### config.mk
export PLATFORM = sky130hd
export DESIGN_NAME = huffman_code_builder
export DESIGN_NICKNAME = d
export VERILOG_FILES = /design/src/sv/hcb_pkg.sv /design/src/sv/hcb_ctrl.sv /design/src/sv/hcb_datapath.sv /design/src/sv/huffman_code_builder.sv
export SDC_FILE = /design/constraint.sdc
export NUM_CORES = 1
export LEC_CHECK = 0
export BUFFER_PORTS_ARGS = -buffer_cell sky130_fd_sc_hd__buf_2
export CORE_MARGIN = 2
export CORE_UTILIZATION = 50
export DETAILED_ROUTE_END_ITERATION = 8
export PLACE_DENSITY = 0.65
export SKIP_CTS_REPAIR_TIMING = 1
export SLEW_MARGIN = 20
export SYNTH_ARGS = -nofsm -noshare
export SYNTH_HDL_FRONTEND = slang
export SYNTH_SLANG_ARGS = --single-unit
export TNS_END_PERCENT = 30
### constraint.sdc
create_clock -name clock -period 13.1 [get_ports clock]
set_input_delay 2.62 -clock clock [delete_from_list [all_inputs] [get_ports clock]]
set_output_delay 2.62 -clock clock [all_outputs]
set_load 0.005 [all_outputs]
### src/sv/hcb_pkg.sv
// Shared types and constants for the Huffman code builder.
// Used by hcb_ctrl, hcb_datapath and huffman_code_builder; no dependencies.
package hcb_pkg;

   localparam int LABEL_W    = 8;
   localparam int WEIGHT_W   = 16;
   localparam int CODE_W     = 15;
   localparam int LEN_W      = 4;
   localparam int REQ_DATA_W = 24;
   localparam int RSP_DATA_W = 32;

   localparam logic [LEN_W-1:0] CODE_LEN_MAX = 4'd15;

   // datapath commands, one group per cycle from the controller
   typedef struct packed {
      logic load;        // store the accepted beat
      logic init;        // clear tree flags, first new node, first leaf
      logic scan_start;  // clear the two-minimum tracker
      logic scan_issue;  // read next node weight
      logic merge_a;     // write sum, first parent link, flags
      logic merge_b;     // write second parent link, next node
      logic walk_start;  // start walking from the current leaf
      logic walk_issue;  // read parent of current node, shift in a bit
      logic walk_take;   // move to the parent just read
      logic emit_done;   // result beat taken
   } hcb_cmd_type;

   typedef struct packed {
      logic close;       // accepted beat closes the set
      logic single;      // set holds one symbol
      logic scan_done;   // all nodes below the new one issued
      logic last_merge;  // the new node is the root
      logic cur_parent;  // walk node has a parent
      logic last_leaf;   // leaf being emitted is the final one
   } hcb_status_type;

endpackage

### src/sv/hcb_ctrl.sv
// Sequencer for the Huffman code builder: load, merge passes, code walk, emit.
// Depends on hcb_pkg for the command and status groups.
module hcb_ctrl
   import hcb_pkg::*;
(
   input  logic           clock,
   input  logic           reset,
   input  logic           req_tvalid,
   output logic           req_tready,
   output logic           rsp_tvalid,
   input  logic           rsp_tready,
   input  hcb_status_type status,
   output hcb_cmd_type    cmd
);

   typedef enum logic [8:0] {
      S_LOAD   = 9'b000000001,
      S_INIT   = 9'b000000010,
      S_SSTART = 9'b000000100,
      S_SCAN   = 9'b000001000,
      S_MERGEA = 9'b000010000,
      S_MERGEB = 9'b000100000,
      S_WSTART = 9'b001000000,
      S_WALK   = 9'b010000000,
      S_EMIT   = 9'b100000000
   } hcb_state_type;

   hcb_state_type state_ff, state_in;
   logic          walk_take_ff, walk_take_in;

   always_comb begin
      state_in     = state_ff;
      walk_take_in = 1'b0;
      cmd          = '0;
      req_tready   = 1'b0;
      rsp_tvalid   = 1'b0;
      unique case (state_ff)
         S_LOAD: begin
            req_tready = 1'b1;
            if (req_tvalid) begin
               cmd.load = 1'b1;
               if (status.close) state_in = S_INIT;
            end
         end
         S_INIT: begin
            cmd.init = 1'b1;
            state_in = status.single ? S_WSTART : S_SSTART;
         end
         S_SSTART: begin
            cmd.scan_start = 1'b1;
            state_in       = S_SCAN;
         end
         S_SCAN: begin
            // last weight read lands in the tracker on the same edge we leave
            if (status.scan_done) state_in = S_MERGEA;
            else cmd.scan_issue = 1'b1;
         end
         S_MERGEA: begin
            cmd.merge_a = 1'b1;
            state_in    = S_MERGEB;
         end
         S_MERGEB: begin
            cmd.merge_b = 1'b1;
            state_in    = status.last_merge ? S_WSTART : S_SSTART;
         end
         S_WSTART: begin
            cmd.walk_start = 1'b1;
            state_in       = S_WALK;
         end
         S_WALK: begin
            // per tree level: read the parent, then step to it
            if (walk_take_ff) begin
               cmd.walk_take = 1'b1;
            end else if (status.cur_parent) begin
               cmd.walk_issue = 1'b1;
               walk_take_in   = 1'b1;
            end else begin
               state_in = S_EMIT;
            end
         end
         S_EMIT: begin
            rsp_tvalid = 1'b1;
            if (rsp_tready) begin
               cmd.emit_done = 1'b1;
               state_in      = status.last_leaf ? S_LOAD : S_WSTART;
            end
         end
         default: state_in = S_LOAD;
      endcase
   end

   always_ff @(posedge clock) begin
      if (reset) begin
         state_ff     <= S_LOAD;
         walk_take_ff <= 1'b0;
      end else begin
         state_ff     <= state_in;
         walk_take_ff <= walk_take_in;
      end
   end

endmodule

### src/sv/hcb_datapath.sv
// Datapath of the Huffman code builder: node and label memories, tree flags,
// two-minimum scan, merge and leaf-to-root walk. Depends on hcb_pkg.
module hcb_datapath
   import hcb_pkg::*;
#(
   parameter int MAX_SYMBOLS = 16
)
(
   input  logic                  clock,
   input  logic                  reset,
   input  hcb_cmd_type           cmd,
   output hcb_status_type        status,
   input  logic [REQ_DATA_W-1:0] req_tdata,
   input  logic                  req_tlast,
   output logic [RSP_DATA_W-1:0] rsp_tdata,
   output logic                  rsp_tlast
);

   localparam int CW     = $clog2(MAX_SYMBOLS + 1);
   localparam int NW     = $clog2(2 * MAX_SYMBOLS);
   localparam int NSLOTS = 1 << NW;
   localparam int LW     = (MAX_SYMBOLS > 1) ? $clog2(MAX_SYMBOLS) : 1;
   localparam int WW     = WEIGHT_W + $clog2(MAX_SYMBOLS);

   localparam logic [CW-1:0] MAX_COUNT = CW'(MAX_SYMBOLS);

   // memories
   logic [WW-1:0]      weight_mem [NSLOTS];
   logic [NW-1:0]      parent_mem [NSLOTS];
   logic [LABEL_W-1:0] label_mem  [MAX_SYMBOLS];

   logic [WW-1:0]      weight_rd_ff;
   logic [NW-1:0]      parent_rd_ff;
   logic [LABEL_W-1:0] label_rd_ff;

   // control and working registers
   logic [CW-1:0]     cnt_ff, cnt_in;
   logic [CW-1:0]     n_ff, n_in;
   logic [NW-1:0]     new_ff, new_in;
   logic [NW-1:0]     scan_idx_ff, scan_idx_in;
   logic              pend_ff, pend_in;
   logic [NW-1:0]     pend_idx_ff, pend_idx_in;
   logic              a_ok_ff, a_ok_in, b_ok_ff, b_ok_in;
   logic [NW-1:0]     a_ff, a_in, b_ff, b_in;
   logic [WW-1:0]     wa_ff, wa_in, wb_ff, wb_in;
   logic [NSLOTS-1:0] has_par_ff, has_par_in;
   logic [NSLOTS-1:0] is_right_ff, is_right_in;
   logic [CW-1:0]     leaf_ff, leaf_in;
   logic [NW-1:0]     cur_ff, cur_in;
   logic [CODE_W-1:0] code_ff, code_in;
   logic [LEN_W-1:0]  len_ff, len_in;

   logic [LABEL_W-1:0]  req_label;
   logic [WEIGHT_W-1:0] req_weight;
   logic [CW-1:0]       load_count;
   logic                cand;
   logic [NW-1:0]       m_idx;

   assign req_label  = req_tdata[LABEL_W-1:0];
   assign req_weight = req_tdata[LABEL_W +: WEIGHT_W];
   assign load_count = cnt_ff + 1'b1;
   assign m_idx      = NW'({n_ff, 1'b0} - 1'b1);
   assign cand       = pend_ff && !has_par_ff[pend_idx_ff];

   always_comb begin
      status.close      = req_tlast || (load_count == MAX_COUNT);
      status.single     = (n_ff == CW'(1));
      status.scan_done  = (scan_idx_ff == new_ff);
      status.last_merge = (new_ff == m_idx);
      status.cur_parent = has_par_ff[cur_ff];
      status.last_leaf  = (leaf_ff == n_ff);
   end

   always_comb begin
      cnt_in      = cnt_ff;
      n_in        = n_ff;
      new_in      = new_ff;
      scan_idx_in = scan_idx_ff;
      pend_in     = cmd.scan_issue;
      pend_idx_in = scan_idx_ff;
      a_ok_in     = a_ok_ff;
      b_ok_in     = b_ok_ff;
      a_in        = a_ff;
      b_in        = b_ff;
      wa_in       = wa_ff;
      wb_in       = wb_ff;
      has_par_in  = has_par_ff;
      is_right_in = is_right_ff;
      leaf_in     = leaf_ff;
      cur_in      = cur_ff;
      code_in     = code_ff;
      len_in      = len_ff;

      if (cmd.load) begin
         if (status.close) begin
            n_in   = load_count;
            cnt_in = '0;
         end else begin
            cnt_in = load_count;
         end
      end
      if (cmd.init) begin
         has_par_in  = '0;
         is_right_in = '0;
         new_in      = NW'(n_ff) + 1'b1;
         leaf_in     = CW'(1);
      end
      if (cmd.scan_start) begin
         scan_idx_in = NW'(1);
         a_ok_in     = 1'b0;
         b_ok_in     = 1'b0;
      end
      if (cmd.scan_issue) scan_idx_in = scan_idx_ff + 1'b1;

      // keep the lowest-index minimum and the lowest-index minimum of the rest
      if (cand) begin
         priority if (!a_ok_ff) begin
            a_ok_in = 1'b1;
            a_in    = pend_idx_ff;
            wa_in   = weight_rd_ff;
         end else if (weight_rd_ff < wa_ff) begin
            b_ok_in = 1'b1;
            b_in    = a_ff;
            wb_in   = wa_ff;
            a_in    = pend_idx_ff;
            wa_in   = weight_rd_ff;
         end else if (!b_ok_ff || weight_rd_ff < wb_ff) begin
            b_ok_in = 1'b1;
            b_in    = pend_idx_ff;
            wb_in   = weight_rd_ff;
         end
      end

      if (cmd.merge_a) begin
         has_par_in[a_ff]  = 1'b1;
         has_par_in[b_ff]  = 1'b1;
         is_right_in[b_ff] = 1'b1;
      end
      if (cmd.merge_b) new_in = new_ff + 1'b1;

      if (cmd.walk_start) begin
         cur_in  = NW'(leaf_ff);
         code_in = '0;
         len_in  = '0;
      end
      if (cmd.walk_issue) begin
         if (len_ff < CODE_LEN_MAX) begin
            code_in[len_ff] = is_right_ff[cur_ff];
            len_in          = len_ff + 1'b1;
         end
      end
      if (cmd.walk_take) cur_in = parent_rd_ff;
      if (cmd.emit_done) leaf_in = leaf_ff + 1'b1;
   end

   always_ff @(posedge clock) begin
      if (reset) begin
         cnt_ff      <= '0;
         n_ff        <= '0;
         pend_ff     <= 1'b0;
         a_ok_ff     <= 1'b0;
         b_ok_ff     <= 1'b0;
         has_par_ff  <= '0;
         is_right_ff <= '0;
         new_ff      <= '0;
         scan_idx_ff <= '0;
         leaf_ff     <= '0;
         cur_ff      <= '0;
      end else begin
         cnt_ff      <= cnt_in;
         n_ff        <= n_in;
         pend_ff     <= pend_in;
         a_ok_ff     <= a_ok_in;
         b_ok_ff     <= b_ok_in;
         has_par_ff  <= has_par_in;
         is_right_ff <= is_right_in;
         new_ff      <= new_in;
         scan_idx_ff <= scan_idx_in;
         leaf_ff     <= leaf_in;
         cur_ff      <= cur_in;
      end
   end

   always_ff @(posedge clock) begin
      pend_idx_ff <= pend_idx_in;
      a_ff        <= a_in;
      b_ff        <= b_in;
      wa_ff       <= wa_in;
      wb_ff       <= wb_in;
      code_ff     <= code_in;
      len_ff      <= len_in;
   end

   // node weights: leaves at load, sums at merge; scan reads
   always_ff @(posedge clock) begin
      if (cmd.load)
         weight_mem[NW'(load_count)] <= WW'(req_weight);
      else if (cmd.merge_a)
         weight_mem[new_ff] <= wa_ff + wb_ff;
      if (cmd.scan_issue)
         weight_rd_ff <= weight_mem[scan_idx_ff];
   end

   // parent links, one per cycle over the two merge states
   always_ff @(posedge clock) begin
      if (cmd.merge_a)
         parent_mem[a_ff] <= new_ff;
      else if (cmd.merge_b)
         parent_mem[b_ff] <= new_ff;
      if (cmd.walk_issue)
         parent_rd_ff <= parent_mem[cur_ff];
   end

   always_ff @(posedge clock) begin
      if (cmd.load)
         label_mem[LW'(cnt_ff)] <= req_label;
      if (cmd.walk_start)
         label_rd_ff <= label_mem[LW'(leaf_ff - 1'b1)];
   end

   assign rsp_tdata = {{(RSP_DATA_W - LABEL_W - CODE_W - LEN_W){1'b0}},
                       len_ff, code_ff, label_rd_ff};
   assign rsp_tlast = status.last_leaf;

endmodule

### src/sv/huffman_code_builder.sv
// Top level of the Huffman code builder: controller plus datapath.
// Depends on hcb_pkg, hcb_ctrl and hcb_datapath.
//
//   channel  direction  tdata (low bit up)                      tlast
//   req_     in         symbol_label[7:0], weight[23:8]         last_symbol
//   rsp_     out        label_out[7:0], code_bits[22:8],        last_code
//                       code_length[26:23], zero[31:27]
//
// A load beat is taken every cycle while the set is open. The closing beat (tlast,
// or the one that fills MAX_SYMBOLS) starts the build: each of the n-1 merges scans
// nodes 1..k through the single weight memory read port. Each code is then built by
// a leaf-to-root walk through the parent memory, reading the parent and then stepping
// to it at each tree level, and is held as the emit beat. req_tready is low from the
// closing beat until the last code beat is taken; rsp_ stalls simply hold the beat.
// Synchronous reset returns to the open-set state with no symbols loaded.
module huffman_code_builder
   import hcb_pkg::*;
#(
   parameter int MAX_SYMBOLS = 16
)
(
   input  logic                  clock,
   input  logic                  reset,
   input  logic                  req_tvalid,
   output logic                  req_tready,
   input  logic [REQ_DATA_W-1:0] req_tdata,   // symbol_label, weight
   input  logic                  req_tlast,
   output logic                  rsp_tvalid,
   input  logic                  rsp_tready,
   output logic [RSP_DATA_W-1:0] rsp_tdata,   // label_out, code_bits, code_length, pad
   output logic                  rsp_tlast
);

   hcb_cmd_type    cmd;
   hcb_status_type status;

   hcb_ctrl u_ctrl (
      .clock      (clock),
      .reset      (reset),
      .req_tvalid (req_tvalid),
      .req_tready (req_tready),
      .rsp_tvalid (rsp_tvalid),
      .rsp_tready (rsp_tready),
      .status     (status),
      .cmd        (cmd)
   );

   hcb_datapath #(
      .MAX_SYMBOLS (MAX_SYMBOLS)
   ) u_datapath (
      .clock     (clock),
      .reset     (reset),
      .cmd       (cmd),
      .status    (status),
      .req_tdata (req_tdata),
      .req_tlast (req_tlast),
      .rsp_tdata (rsp_tdata),
      .rsp_tlast (rsp_tlast)
   );

endmodule

==> Word level (Yosys, flattened, before mapping) <==
Memory sizes are Yosys's and may differ from the RTL's. A register that Yosys moved wholly into a read port is not among the register bits.
Cells that the tools add are included.
{ "word_totals": {"regBits": 181, "output_inout_bits": 35, "ram_bits": 928, "memories": 3, "input_bits": 29, "wordCells": 178} }
{ "memory_table": {"columns": ["name", "depth", "word_bits", "rd", "rd_clocked_by_memory_dff", "wr", "line_no", "text"], "rows": [
  ["u_datapath.weight_mem", 32, 20, 1, 1, 1, "hcb_datapath.sv:28", "logic [WW-1:0] weight_mem [NSLOTS];"],
  ["u_datapath.parent_mem", 32, 5, 1, 1, 1, "hcb_datapath.sv:29", "logic [NW-1:0] parent_mem [NSLOTS];"],
  ["u_datapath.label_mem", 16, 8, 1, 1, 1, "hcb_datapath.sv:30", "logic [LABEL_W-1:0] label_mem [MAX_SYMBOLS];"]
]} }
{ "classes": {"muxes": 90, "bitwise_logic": 4, "eq_ne": 21, "n_reduce_logical": 20, "order_cmp": 11, "add_sub_neg": 9} }
{ "op_table": {"columns": ["op", "n"], "rows": [
  ["2-to-1 mux 32 bit", 4],
  ["2-to-1 mux 20 bit", 5],
  ["bitwise OR 32 bit", 3],
  ["case mux 9 bit (9 select lines)", 1],
  ["2-to-1 mux 5 bit", 16],
  ["2-to-1 mux 9 bit", 6],
  ["2-to-1 mux 15 bit", 3],
  ["2-to-1 mux 1 bit", 41],
  ["less-than comparator 20 bit", 2],
  ["adder 5 x 1 -> 5 bit, second input constant", 5],
  ["less-than comparator 5 x 6 -> 1 bit, second input constant", 4],
  ["2-to-1 mux 7 bit", 3],
  ["adder 20 bit", 1],
  ["OR reduction 20 bit", 1],
  ["binary-select mux 1 bit (select 5 bit)", 3],
  ["bitwise mux 15 bit", 1],
  ["== test 5 bit", 3],
  ["inequality test 2 bit, second input constant", 7],
  ["2-to-1 mux 4 bit", 3],
  ["demux 1 bit (select 5 bit)", 2],
  [">= comparator 5 x 1 -> 1 bit, second input constant", 2],
  ["nonzero test 2 bit", 5],
  ["== test 9 x 1 -> 1 bit, second input constant", 1],
  ["== test 9 x 2 -> 1 bit, second input constant", 1],
  ["26 further kinds", 32]
]} }

==> Logic depth before layout (Yosys ltp) <==
Gate-level depths: netlist of run 1.
{ "depth": {"word_depth": 7, "mapped_depth": 11, "ltp_nobuf": 9} }

==> Modules after synthesis <==
Synthesis of run 1 repeated with hierarchy kept, for this count alone.
{ "unflattened": {"cells_unflattened": 2645, "area_unflattened_um2": 47466.8} }
{ "modules_own_cells": {"columns": ["mod", "seq_area_each_um2", "area_each_um2", "instances", "cells_per_inst"], "rows": [
  ["hcb_datapath", 32781.4, 46758.6, 1, 2567],
  ["hcb_ctrl", 200.2, 708.2, 1, 78]
]} }

==> Worst setup path after synthesis of run 1 <==
No wires, ideal clock.
{ "synth_timing": {"kind": "input to register", "start": "input port req_tvalid", "end": "memory u_datapath.weight_mem[10][0] (netlist bit), enable pin", "slack_ns": 8.593, "arrival_ns": 4.110, "t_required_ns": 12.703, "path_buffers": 1, "setup_ns": 0.397, "path_stages": 5, "cell_sequence": "and2_1 -> buf_2 -> nand2_1 -> o22a_1 -> nor2_1"} }
{ "synth_via": {"elab_chain_len": 6, "word_cells_on_any_way": 9, "classes_between": "mux: 8; reduce/logical: 1"} }
{ "synth_lines": {"columns": ["element", "line_no", "text"], "rows": [
  ["start: declaration", "huffman_code_builder.sv:24", "input logic req_tvalid,"],
  ["2-to-1 mux 1 bit *", "hcb_ctrl.sv:40", "if (req_tvalid) begin"],
  ["2-to-1 mux 1 bit *", "hcb_ctrl.sv:37", "unique case (state_ff)"],
  ["2-to-1 mux 1 bit", "hcb_datapath.sv:196", "if (cmd.load)"],
  ["2-to-1 mux 1 bit (implied by the code)", "hcb_datapath.sv:199", "weight_mem[new_ff] <= wa_ff + wb_ff;"],
  ["OR reduction 20 bit (no source line)", null, null],
  ["2-to-1 mux 5 bit (no source line) / 2-to-1 mux 1 bit (equally long branches)", null, null],
  ["end: declaration", "hcb_datapath.sv:28", null]
]} }
Mark *: on every way between the ends. The rest lies on a longest branch, timed or not.

==> Worst setup path after layout of run 1 <==
{ "layout_timing": {"start": "register u_ctrl.state_ff[0]", "end": "output port rsp_tvalid"} }
{ "layout_via": {"elab_chain_len": 2} }
{ "layout_lines": {"columns": ["element", "line_no", "text"], "rows": [
  ["start: declaration", "hcb_ctrl.sv:28", "hcb_state_type state_ff, state_in;"],
  ["start signal: assignment", "hcb_ctrl.sv:97", "state_ff <= state_in;"],
  ["== test 9 bit", "hcb_ctrl.sv:37", null],
  ["2-to-1 mux 1 bit", "hcb_ctrl.sv:37", null],
  ["end: declaration", "huffman_code_builder.sv:28", "output logic rsp_tvalid,"]
]} }
No other way between the ends.

==> flow_summary.html, run 1 <==
<table>
<tr><th>Metric</th><th>Value</th></tr>
<tr><th colspan="2">Clocking</th></tr>
<tr><td>Clock network latency to the later pin of the worst-skew pair</td><td>690 ps</td></tr>
<tr><td>Clock slew at the register clock pins of the worst setup and hold paths</td><td>60 ps</td></tr>
<tr><td>CTS HTree Levels</td><td>3</td></tr>
<tr><td>CTS max path bufs</td><td>3</td></tr>
<tr><td>CTS tree</td><td>done</td></tr>
<tr><td>Number of buffers created by CTS</td><td>112</td></tr>
<tr><td>Number of clock sinks seen by CTS</td><td>1142</td></tr>
<tr><td>Root cell of the clock tree</td><td>sky130_fd_sc_hd__clkbuf_16</td></tr>
<tr><th colspan="2">Logic synthesis</th></tr>
<tr><td>Post-synthesis cell area</td><td>47200 µm²</td></tr>
<tr><td>Number of enable flip-flop cells after synthesis</td><td>1011</td></tr>
<tr><td>Ys async rst share</td><td>0%</td></tr>
<tr><td>Count of cell types in the netlist</td><td>79</td></tr>
<tr><td>Portion of the post-synthesis area used by sequential elements</td><td>69.8%</td></tr>
<tr><td>Post-Syn Instances</td><td>2624</td></tr>
<tr><td>Register bit count reported by yosys</td><td>1142</td></tr>
<tr><td>Most instantiated flip-flop cell in the synthesis netlist</td><td>sky130_fd_sc_hd__edfxtp_1</td></tr>
<tr><td>Number of synthesis warnings</td><td>0</td></tr>
<tr><td>Mean cell area of the mapped netlist</td><td>18.0 µm²</td></tr>
<tr><th colspan="2">Route</th></tr>
<tr><td>Remaining routing DRC violations</td><td>0</td></tr>
<tr><td>Number of nets with antenna violations after detailed routing</td><td>0</td></tr>
<tr><td>DR iter-0 viols</td><td>2591</td></tr>
<tr><td>First-pass detailed-route iteration total</td><td>6</td></tr>
<tr><td>Total vias in the final route</td><td>25000</td></tr>
<tr><td>Wire length reported by the detailed router</td><td>111 mm</td></tr>
<tr><td>Routed wirelength normalized by instance count</td><td>27.4 µm</td></tr>
<tr><td>Via-per-instance ratio</td><td>6.18</td></tr>
<tr><th colspan="2">Global route</th></tr>
<tr><td>Met1 Track Usage GR</td><td>33.4%</td></tr>
<tr><td>Global route hottest layer</td><td>met2</td></tr>
<tr><td>Number of global-route vias before repair</td><td>24700</td></tr>
<tr><td>Global Route met3 Usage</td><td>3.45%</td></tr>
<tr><td>Total grt overflow</td><td>0</td></tr>
<tr><td>GRT met2 Usage</td><td>36.7%</td></tr>
<tr><td>Maximum number of pins on one net before global-route repair</td><td>107</td></tr>
<tr><td>First-pass GRT wire length</td><td>165 mm</td></tr>
<tr><td>Initial antenna violation count</td><td>5</td></tr>
<tr><td>Total Routing Usage GR</td><td>22.9%</td></tr>
<tr><th colspan="2">Status</th></tr>
<tr><td>Status</td><td>finished, final reports clean</td></tr>
<tr><th colspan="2">Die</th></tr>
<tr><td>Die height</td><td>311 µm</td></tr>
<tr><td>Area of the core region</td><td>93500 µm²</td></tr>
<tr><td>Starting density of the core</td><td>50.5%</td></tr>
<tr><td>I/O pin cnt</td><td>64</td></tr>
<tr><td>Std-Cell Rows</td><td>112</td></tr>
<tr><td>Die W</td><td>311 µm</td></tr>
<tr><td>Area of the die</td><td>97000 µm²</td></tr>
<tr><th colspan="2">STA</th></tr>
<tr><td>Endpoints failing hold</td><td>0</td></tr>
<tr><td>Max Fclk</td><td>207 MHz</td></tr>
<tr><td>Time the worst path needs with I/O delays and setup</td><td>4840 ps</td></tr>
<tr><td>Unrepaired setup endpoints after global routing</td><td>no</td></tr>
<tr><td>Final sum of negative setup slack</td><td>0 ps</td></tr>
<tr><td>Worst clock skew on the final layout</td><td>27.4 ps</td></tr>
<tr><td>Transition time at the pin with the least slew margin</td><td>1140 ps</td></tr>
<tr><td>Share of the clock period used by the worst path after layout</td><td>36.9%</td></tr>
<tr><td>Final number of max-transition violations</td><td>0</td></tr>
<tr><td>Normalized max-slew margin</td><td>24.0%</td></tr>
<tr><td>Setup violators final</td><td>0</td></tr>
<tr><th colspan="2">Power</th></tr>
<tr><td>Leakage power figure</td><td>16.9 nW</td></tr>
<tr><td>Ratio of total power to cell area</td><td>141 nW/µm²</td></tr>
<tr><td>Max rail drop VDD</td><td>0.000135 V</td></tr>
<tr><th colspan="2">Worst setup path</th></tr>
<tr><td>CP max stage delay</td><td>540 ps</td></tr>
<tr><td>Beginning of the worst register-to-register path</td><td>u_datapath.pend_idx_in[0]$_SDFFE_PP0P_</td></tr>
<tr><td>Capture instance of the worst register-to-register path</td><td>u_datapath.weight_rd_ff[2]$_DFFE_PP_</td></tr>
<tr><td>Slowest cell on the critical path</td><td>sky130_fd_sc_hd__nor4_4</td></tr>
<tr><td>Category of the critical setup timing path</td><td>flop to output pin</td></tr>
<tr><td>Category of the worst setup path capture point</td><td>output pin</td></tr>
<tr><td>Start point of the critical path</td><td>u_ctrl.state_ff[0]$_SDFFE_PP1P_</td></tr>
<tr><td>Depth of the most critical reg-to-reg path</td><td>5</td></tr>
<tr><td>Number of buffers and inverters on the critical path</td><td>1</td></tr>
<tr><td>Setup slack on the worst flop-to-flop path</td><td>8990 ps</td></tr>
<tr><td>Worst endpoint required time</td><td>10480 ps</td></tr>
<tr><td>CP Capture Point</td><td>rsp_tvalid</td></tr>
<tr><td>Number of logic stages on the critical path including buffering</td><td>4</td></tr>
<tr><td>Critical path arrival</td><td>2220 ps</td></tr>
<tr><td>CP cell instances</td><td>nor4_4 -&gt; nand2_1 -&gt; nor2_1 -&gt; buf_2</td></tr>
<tr><td>Critical Path Start Type</td><td>flop</td></tr>
<tr><td>Worst Path Max Fanout</td><td>9</td></tr>
<tr><td>Cell family contributing the most delay on the critical path</td><td>simple AND/OR/NAND/NOR gates</td></tr>
<tr><th colspan="2">Final layout</th></tr>
<tr><td>Share of cells above drive strength 1</td><td>25.8%</td></tr>
<tr><td>Final cell count without fillers</td><td>4045</td></tr>
<tr><td>Cell area after layout</td><td>53300 µm²</td></tr>
<tr><td>Area growth from synthesis to layout</td><td>12.7%</td></tr>
<tr><td>Core Util, Final</td><td>57.0%</td></tr>
<tr><td>FF+latch area</td><td>33000 µm²</td></tr>
<tr><td>Post-layout nets</td><td>2793</td></tr>
<tr><td>Area of combinational cells with multiple inputs</td><td>13900 µm²</td></tr>
<tr><td>Filler instances</td><td>6980</td></tr>
<tr><th colspan="2">Place</th></tr>
<tr><td>Placed inst area</td><td>49000 µm²</td></tr>
<tr><td>Number of port buffers</td><td>58</td></tr>
<tr><td>Number of instances in the placed design</td><td>3825</td></tr>
<tr><td>Post-DP HPWL</td><td>69.8 mm</td></tr>
<tr><td>RD Place Congestion</td><td>0.845</td></tr>
<tr><th colspan="2">Min path</th></tr>
<tr><td>Classification of the worst-slack hold path</td><td>flop to flop</td></tr>
<tr><th colspan="2">Flow run</th></tr>
<tr><td>Number of violations of the max-capacitance limit</td><td>0</td></tr>
</table>
==> cell families (layout without fill, tap and decap cells) <==
family          Yosys count  in the layout  synth area share (%)
fa+ha+maj                73             73                  1.95
xor+xnor                 42             42                 0.779
simple gates            448            448                  4.60
compound gates          342            342                  4.55
buf+inv                 200            361                  1.78
other cells               1              7               0.00794
mux                     376            376                  16.5
flops                  1142           1142                  69.8
==> synth_stat cells, types with 4 or more instances <==
library cell,instances,area [µm²]
sky130_fd_sc_hd__edfxtp_1,1011,30400
sky130_fd_sc_hd__mux4_2,309,6960
sky130_fd_sc_hd__nor2_1,145,544
sky130_fd_sc_hd__dfxtp_1,131,2620
sky130_fd_sc_hd__nand2_1,116,435
sky130_fd_sc_hd__a21oi_1,96,480
sky130_fd_sc_hd__clkbuf_1,81,304
sky130_fd_sc_hd__o21ai_0,79,395
sky130_fd_sc_hd__ha_1,72,901
sky130_fd_sc_hd__inv_1,56,210
sky130_fd_sc_hd__nand3_1,53,265
sky130_fd_sc_hd__mux2_2,50,563
sky130_fd_sc_hd__a22oi_1,44,330
sky130_fd_sc_hd__buf_1,29,109
sky130_fd_sc_hd__nor3_1,27,135
sky130_fd_sc_hd__xnor2_1,27,236
sky130_fd_sc_hd__buf_2,24,120
sky130_fd_sc_hd__a211oi_1,18,135
sky130_fd_sc_hd__a21o_1,18,135
sky130_fd_sc_hd__xor2_1,15,131
sky130_fd_sc_hd__nor3b_1,14,105
sky130_fd_sc_hd__nor2b_1,13,81.3
sky130_fd_sc_hd__o21ai_1,12,60.1
sky130_fd_sc_hd__nand2b_1,10,62.6
sky130_fd_sc_hd__a31oi_1,9,56.3
sky130_fd_sc_hd__and3_1,9,56.3
sky130_fd_sc_hd__mux2i_1,9,90.1
sky130_fd_sc_hd__o21a_1,9,67.6
sky130_fd_sc_hd__and2_1,8,50.1
sky130_fd_sc_hd__nand3b_1,8,60.1
sky130_fd_sc_hd__nand4_1,8,50.1
sky130_fd_sc_hd__mux4_1,7,184
sky130_fd_sc_hd__o22ai_1,7,43.8
sky130_fd_sc_hd__nor2_2,6,37.5
sky130_fd_sc_hd__o21bai_1,6,45.0
sky130_fd_sc_hd__o31ai_1,6,45.0
sky130_fd_sc_hd__or3_1,6,37.5
sky130_fd_sc_hd__a2111oi_0,5,43.8
sky130_fd_sc_hd__buf_4,5,37.5
sky130_fd_sc_hd__o211ai_1,5,37.5
sky130_fd_sc_hd__nor4b_1,4,35.0
==> layer usage <==
| layer | vias up | part of all wire [%] |
|---|---|---|
| li1 | 10800 | - |
| met1 | 13100 | 42 |
| met2 | 1014 | 49 |
| met3 | 145 | 7.1 |
| met4 | 0 | 2.1 |
| met5 | - | 0 |
==> power by group <==
part | internal, W | total, W | switching, W
Combinational | 0.0000380 | 0.000142 | 0.000104
Clock | 0.00200 | 0.00337 | 0.00137
Sequential | 0.00396 | 0.00397 | 0.0000107
Total | 0.00601 | 0.00749 | 0.00148
==> state kept, by name (all words and copies together), names as in the netlist, 8 cells and up <==
name and cells:
u_datapath.code_ff 15, u_datapath.weight_mem 640, u_datapath.has_par_ff 32, u_datapath.wb_ff 20, u_ctrl.state_ff 9, u_datapath.wa_ff 20, u_datapath.weight_rd_ff 20, u_datapath.is_right_ff 32
u_datapath.label_mem 128, u_datapath.label_rd_ff 8, u_datapath.parent_mem 160
==> worst min path at each step <==
stage / startpoint / end / slack, ps / cells after the start
2_1_floorplan: u_datapath.pend_idx_in[2]$_SDFFE_PP0P_ / u_datapath.pend_idx_ff[2]$_DFF_P_ / 330 / 0
3_3_place_gp: u_datapath.code_ff[4]$_DFF_P_ / u_datapath.code_ff[4]$_DFF_P_ / 440 / 2
3_5_place_dp: u_datapath.code_ff[5]$_DFF_P_ / u_datapath.code_ff[5]$_DFF_P_ / 450 / 2
4_1_cts: u_datapath.code_ff[6]$_DFF_P_ / u_datapath.code_ff[6]$_DFF_P_ / 460 / 2
5_1_grt: u_datapath.code_ff[9]$_DFF_P_ / u_datapath.code_ff[9]$_DFF_P_ / 490 / 2
6_report: u_datapath.code_ff[6]$_DFF_P_ / u_datapath.code_ff[6]$_DFF_P_ / 460 / 2
==> layout make-up <==
type                       instances  share of cell area (%)
sequential                      1142                    62.0
tap                             1254                    2.95
clock inverter                    69                    1.60
inverter                          56                   0.395
clock buffer                     143                    5.73
antenna                            2                 0.00940
timing repair buffer              93                    1.26
multi-input combinational       1286                    26.1
==> cells in the final DEF, fill, tap and decap left out, types with 21 or more instances in the layout <==
cell type                   count
sky130_fd_sc_hd__a22oi_1       44
sky130_fd_sc_hd__clkbuf_1      21
sky130_fd_sc_hd__buf_4         28
sky130_fd_sc_hd__xnor2_1       27
sky130_fd_sc_hd__nand2_1      116
sky130_fd_sc_hd__edfxtp_1    1011
sky130_fd_sc_hd__mux2_2        50
sky130_fd_sc_hd__dfxtp_1      124
sky130_fd_sc_hd__nor2_1       110
sky130_fd_sc_hd__nand3_1       53
sky130_fd_sc_hd__a21oi_1       94
sky130_fd_sc_hd__nor2_4        27
sky130_fd_sc_hd__inv_1         56
sky130_fd_sc_hd__ha_1          72
sky130_fd_sc_hd__o21ai_0       63
sky130_fd_sc_hd__clkbuf_16    115
sky130_fd_sc_hd__mux4_2       309
sky130_fd_sc_hd__buf_2         57
==> worst min-delay path, cell delays in order (launching register included) <==
cell and delay, ps:
sky130_fd_sc_hd__dfxtp_1 310, sky130_fd_sc_hd__nand3_1 60, sky130_fd_sc_hd__o21ai_1 50
==> stage by stage <==
stage	total power, W	setup slack (ps)	hold slack, ps
global route	0.00768	8050	486
global placement	0.00418	7840	441
floorplan	0.00412	8590	329
detailed placement	0.00419	7810	452
CTS	0.00752	8220	461
finish	0.00749	8260	461
(Power assumes the default switching activity.)
==> inputs of run 2 (changes only) <==
==> constraint.sdc (replaced) <==
create_clock -name clock -period 5.1 [get_ports clock]
set_input_delay 1.02 -clock clock [delete_from_list [all_inputs] [get_ports clock]]
set_output_delay 1.02 -clock clock [all_outputs]
set_load 0.005 [all_outputs]
==> run 2 against run 1 <==
Compared with the run above:
- first-iteration DRC count grew 1.8%
- combinational power is 120% higher
- sequential power increased to 2.6 times the previous value
- largest cell class unchanged
- critical path depth rose by 5
- core utilization fell by 0.27 points
- cell count rose by 0.84%
- highest routed layer unchanged
==> flow_summary.html, run 2 (synthesized netlist as in run 1, its figures left out) <==
<table>
<tr><th>Metric</th><th>Value</th></tr>
<tr><th colspan="2">Die</th></tr>
<tr><td>Area of the die</td><td>97000 µm² (unchanged)</td></tr>
<tr><td>Area of the core region</td><td>93500 µm² (unchanged)</td></tr>
<tr><td>Die W</td><td>311 µm (unchanged)</td></tr>
<tr><td>Std-Cell Rows</td><td>112 (unchanged)</td></tr>
<tr><td>Die height</td><td>311 µm (unchanged)</td></tr>
<tr><td>I/O pin cnt</td><td>64 (unchanged)</td></tr>
<tr><td>Starting density of the core</td><td>50.5% (unchanged)</td></tr>
<tr><th colspan="2">Power</th></tr>
<tr><td>Max rail drop VDD</td><td>0.000337 V (was 0.000135 V)</td></tr>
<tr><td>Leakage power figure</td><td>16.9 nW (about the same)</td></tr>
<tr><td>Ratio of total power to cell area</td><td>353 nW/µm² (was 141 nW/µm²)</td></tr>
<tr><th colspan="2">Worst setup path</th></tr>
<tr><td>Category of the worst setup path capture point</td><td>flop (was output pin)</td></tr>
<tr><td>Depth of the most critical reg-to-reg path</td><td>9 (was 5)</td></tr>
<tr><td>Worst Path Max Fanout</td><td>32 (was 9)</td></tr>
<tr><td>Category of the critical setup timing path</td><td>flop to flop (was flop to output pin)</td></tr>
<tr><td>Critical path arrival</td><td>4250 ps (was 2220 ps)</td></tr>
<tr><td>Beginning of the worst register-to-register path</td><td>u_datapath.wa_ff[0]$_DFFE_PP_ (was u_datapath.pend_idx_in[0]$_SDFFE_PP0P_)</td></tr>
<tr><td>Critical Path Start Type</td><td>flop (unchanged)</td></tr>
<tr><td>Capture instance of the worst register-to-register path</td><td>u_datapath.weight_mem[12][16]$_DFFE_PP_ (was u_datapath.weight_rd_ff[2]$_DFFE_PP_)</td></tr>
<tr><td>Worst endpoint required time</td><td>5440 ps (was 10480 ps)</td></tr>
<tr><td>Setup slack on the worst flop-to-flop path</td><td>1190 ps (was 8990 ps)</td></tr>
<tr><th colspan="2">Place</th></tr>
<tr><td>Number of port buffers</td><td>58 (unchanged)</td></tr>
<tr><td>Post-DP HPWL</td><td>64.9 mm (was 69.8 mm)</td></tr>
<tr><td>RD Place Congestion</td><td>0.898 (was 0.845)</td></tr>
<tr><td>Placed inst area</td><td>49200 µm² (was 49000 µm²)</td></tr>
<tr><th colspan="2">Route</th></tr>
<tr><td>Number of nets with antenna violations after detailed routing</td><td>0 (unchanged)</td></tr>
<tr><td>First-pass detailed-route iteration total</td><td>6 (unchanged)</td></tr>
<tr><td>Routed wirelength normalized by instance count</td><td>26.2 µm (was 27.4 µm)</td></tr>
<tr><td>Via-per-instance ratio</td><td>6.09 (was 6.18)</td></tr>
<tr><td>Total vias in the final route</td><td>24800 (was 25000)</td></tr>
<tr><td>Wire length reported by the detailed router</td><td>107 mm (was 111 mm)</td></tr>
<tr><td>DR iter-0 viols</td><td>2637 (was 2591)</td></tr>
<tr><td>Remaining routing DRC violations</td><td>0 (unchanged)</td></tr>
<tr><th colspan="2">Final layout</th></tr>
<tr><td>FF+latch area</td><td>33000 µm² (unchanged)</td></tr>
<tr><td>Most frequent cells in the layout</td><td>1011 x sky130_fd_sc_hd__edfxtp_1, 309 x sky130_fd_sc_hd__mux4_2, 124 x sky130_fd_sc_hd__dfxtp_1, 115 x sky130_fd_sc_hd__nand2_1, 114 x sky130_fd_sc_hd__clkbuf_16 (was 1011 x sky130_fd_sc_hd__edfxtp_1, 309 x sky130_fd_sc_hd__mux4_2, 124 x sky130_fd_sc_hd__dfxtp_1, 116 x sky130_fd_sc_hd__nand2_1, 115 x sky130_fd_sc_hd__clkbuf_16)</td></tr>
<tr><td>Flip-flop count of the largest register, all copies and words added</td><td>640 (unchanged)</td></tr>
<tr><td>Most common cell after layout, fill and taps aside</td><td>sky130_fd_sc_hd__edfxtp_1 (unchanged)</td></tr>
<tr><td>Cell area after layout</td><td>53000 µm² (was 53300 µm²)</td></tr>
<tr><td>Regs by FF count</td><td>u_datapath.weight_mem (640), u_datapath.parent_mem (160), u_datapath.label_mem (128) (unchanged)</td></tr>
<tr><td>Post-layout nets</td><td>2832 (was 2793)</td></tr>
<tr><td>Area of combinational cells with multiple inputs</td><td>13700 µm² (was 13900 µm²)</td></tr>
<tr><td>Share of cells above drive strength 1</td><td>26.5% (was 25.8%)</td></tr>
<tr><td>Area growth from synthesis to layout</td><td>12.2% (was 12.7%)</td></tr>
<tr><td>Core Util, Final</td><td>56.7% (was 57.0%)</td></tr>
<tr><td>Filler instances</td><td>7091 (was 6980)</td></tr>
<tr><td>Most flop-heavy register</td><td>u_datapath.weight_mem (unchanged)</td></tr>
<tr><th colspan="2">Clocking</th></tr>
<tr><td>CTS HTree Levels</td><td>3 (unchanged)</td></tr>
<tr><td>Number of buffers created by CTS</td><td>112 (unchanged)</td></tr>
<tr><td>Clock network latency to the later pin of the worst-skew pair</td><td>700 ps (was 690 ps)</td></tr>
<tr><td>CTS max path bufs</td><td>3 (unchanged)</td></tr>
<tr><td>Number of clock sinks seen by CTS</td><td>1142 (unchanged)</td></tr>
<tr><td>Root cell of the clock tree</td><td>sky130_fd_sc_hd__clkbuf_16 (unchanged)</td></tr>
<tr><td>Clock slew at the register clock pins of the worst setup and hold paths</td><td>60 ps (about the same)</td></tr>
<tr><td>CTS tree</td><td>done (unchanged)</td></tr>
<tr><th colspan="2">STA</th></tr>
<tr><td>Transition time at the pin with the least slew margin</td><td>1140 ps (about the same)</td></tr>
<tr><td>Time the worst path needs with I/O delays and setup</td><td>3910 ps</td></tr>
<tr><td>Max Fclk</td><td>256 MHz</td></tr>
<tr><td>Normalized max-slew margin</td><td>23.7% (was 24.0%)</td></tr>
<tr><td>Final number of max-transition violations</td><td>0 (unchanged)</td></tr>
<tr><td>Share of the clock period used by the worst path after layout</td><td>76.6%</td></tr>
<tr><td>Setup violators final</td><td>0 (unchanged)</td></tr>
<tr><td>Final sum of negative setup slack</td><td>0 ps (unchanged)</td></tr>
<tr><td>Unrepaired setup endpoints after global routing</td><td>no (unchanged)</td></tr>
<tr><td>Endpoints failing hold</td><td>0 (unchanged)</td></tr>
<tr><td>Worst clock skew on the final layout</td><td>34.1 ps (was 27.4 ps)</td></tr>
<tr><th colspan="2">Global route</th></tr>
<tr><td>Initial antenna violation count</td><td>0 (was 5)</td></tr>
<tr><td>Total grt overflow</td><td>0 (unchanged)</td></tr>
<tr><td>Number of global-route vias before repair</td><td>25000 (was 24700)</td></tr>
<tr><td>Maximum number of pins on one net before global-route repair</td><td>94 (was 107)</td></tr>
<tr><td>First-pass GRT wire length</td><td>160 mm (was 165 mm)</td></tr>
<tr><td>Total Routing Usage GR</td><td>22.0% (was 22.9%)</td></tr>
<tr><th colspan="2">Status</th></tr>
<tr><td>Status</td><td>finished, final reports clean (unchanged)</td></tr>
<tr><th colspan="2">Min path</th></tr>
<tr><td>End point of the most critical hold path</td><td>u_datapath.code_ff[4]$_DFF_P_ (was u_datapath.code_ff[6]$_DFF_P_)</td></tr>
<tr><td>Classification of the worst-slack hold path</td><td>flop to flop (unchanged)</td></tr>
<tr><td>Startpoint of the lowest-slack hold path</td><td>u_datapath.code_ff[4]$_DFF_P_ (was u_datapath.code_ff[6]$_DFF_P_)</td></tr>
<tr><td>Worst Hold Path Cells</td><td>2 (unchanged)</td></tr>
<tr><th colspan="2">Flow run</th></tr>
<tr><td>Number of violations of the max-capacitance limit</td><td>0 (unchanged)</td></tr>
</table>
[run 2: cell count changes in the layout (fill, tap and decap cells not counted), sizes merged]
cell,before,now
bufinv,18,12
buf,93,132
diode,2,1
clkbuf,143,133
clkinv,44,45
clkinvlp,4,15
[run 2: worst max-delay path by stage]
stage	slack, ps	endpoint	startpoint	cells after the start
3_5_place_dp	1130	u_datapath.weight_mem[21][14]$_DFFE_PP_	u_datapath.wa_ff[0]$_DFFE_PP_	8
5_1_grt	850	u_datapath.weight_mem[31][16]$_DFFE_PP_	u_datapath.wa_ff[0]$_DFFE_PP_	9
6_report	1190	u_datapath.weight_mem[12][16]$_DFFE_PP_	u_datapath.wa_ff[0]$_DFFE_PP_	9
3_3_place_gp	1320	u_datapath.weight_mem[20][14]$_DFFE_PP_	u_datapath.wa_ff[0]$_DFFE_PP_	8
2_1_floorplan	980	u_datapath.b_ff[0]$_DFFE_PP_	u_datapath.weight_rd_ff[7]$_DFFE_PP_	8
4_1_cts	1100	u_datapath.weight_mem[20][14]$_DFFE_PP_	u_datapath.wa_ff[0]$_DFFE_PP_	8
[run 2: critical path, stage by stage, from the launching register on]
cell,delay (ps)
sky130_fd_sc_hd__edfxtp_1,410
sky130_fd_sc_hd__ha_1,250
sky130_fd_sc_hd__fa_1,470
sky130_fd_sc_hd__a21o_1,180
sky130_fd_sc_hd__a21oi_1,270
sky130_fd_sc_hd__o21ai_0,220
sky130_fd_sc_hd__a211oi_1,630
sky130_fd_sc_hd__o31ai_1,200
sky130_fd_sc_hd__xnor2_1,170
sky130_fd_sc_hd__nor2_2,760
[run 2: through the flow]
stage	hold slack [ps]	instances	total power (W)	setup slack, ps
6_report	461	4079	0.0187	1190
3_3_place_gp	441	3869	0.0107	1320
4_1_cts	466	4077	0.0188	1100
5_1_grt	478	4078	0.0192	850
3_5_place_dp	458	3869	0.0107	1130
2_1_floorplan	329	2628	0.0106	976
[run 2: layer usage]
| layer | wire length [µm] | part of all wire (%) | GRT usage (%) |
|---|---|---|---|
| met1 | 43000 | 40 | 29.6 |
| met2 | 54400 | 51 | 37.3 |
| met3 | 6270 | 5.9 | 3.39 |
| met4 | 3150 | 3.0 | 6.74 |
| met5 | 0 | 0 | 0 |
[run 2: cell type report]
type	instances	share of cell area [%]
antenna	1	0.00472
clock buffer	133	5.55
clock inverter	75	1.34
inverter	56	0.397
multi-input combinational	1286	25.8
sequential	1142	62.3
tap	1254	2.96
timing repair buffer	132	1.68
[run 2: report_power, final]
part | internal [W] | total (W) | switching [W]
logic | 0.0000907 | 0.000317 | 0.000226
registers | 0.0102 | 0.0102 | 0.0000270
clock network | 0.00472 | 0.00819 | 0.00347
total | 0.0150 | 0.0187 | 0.00372
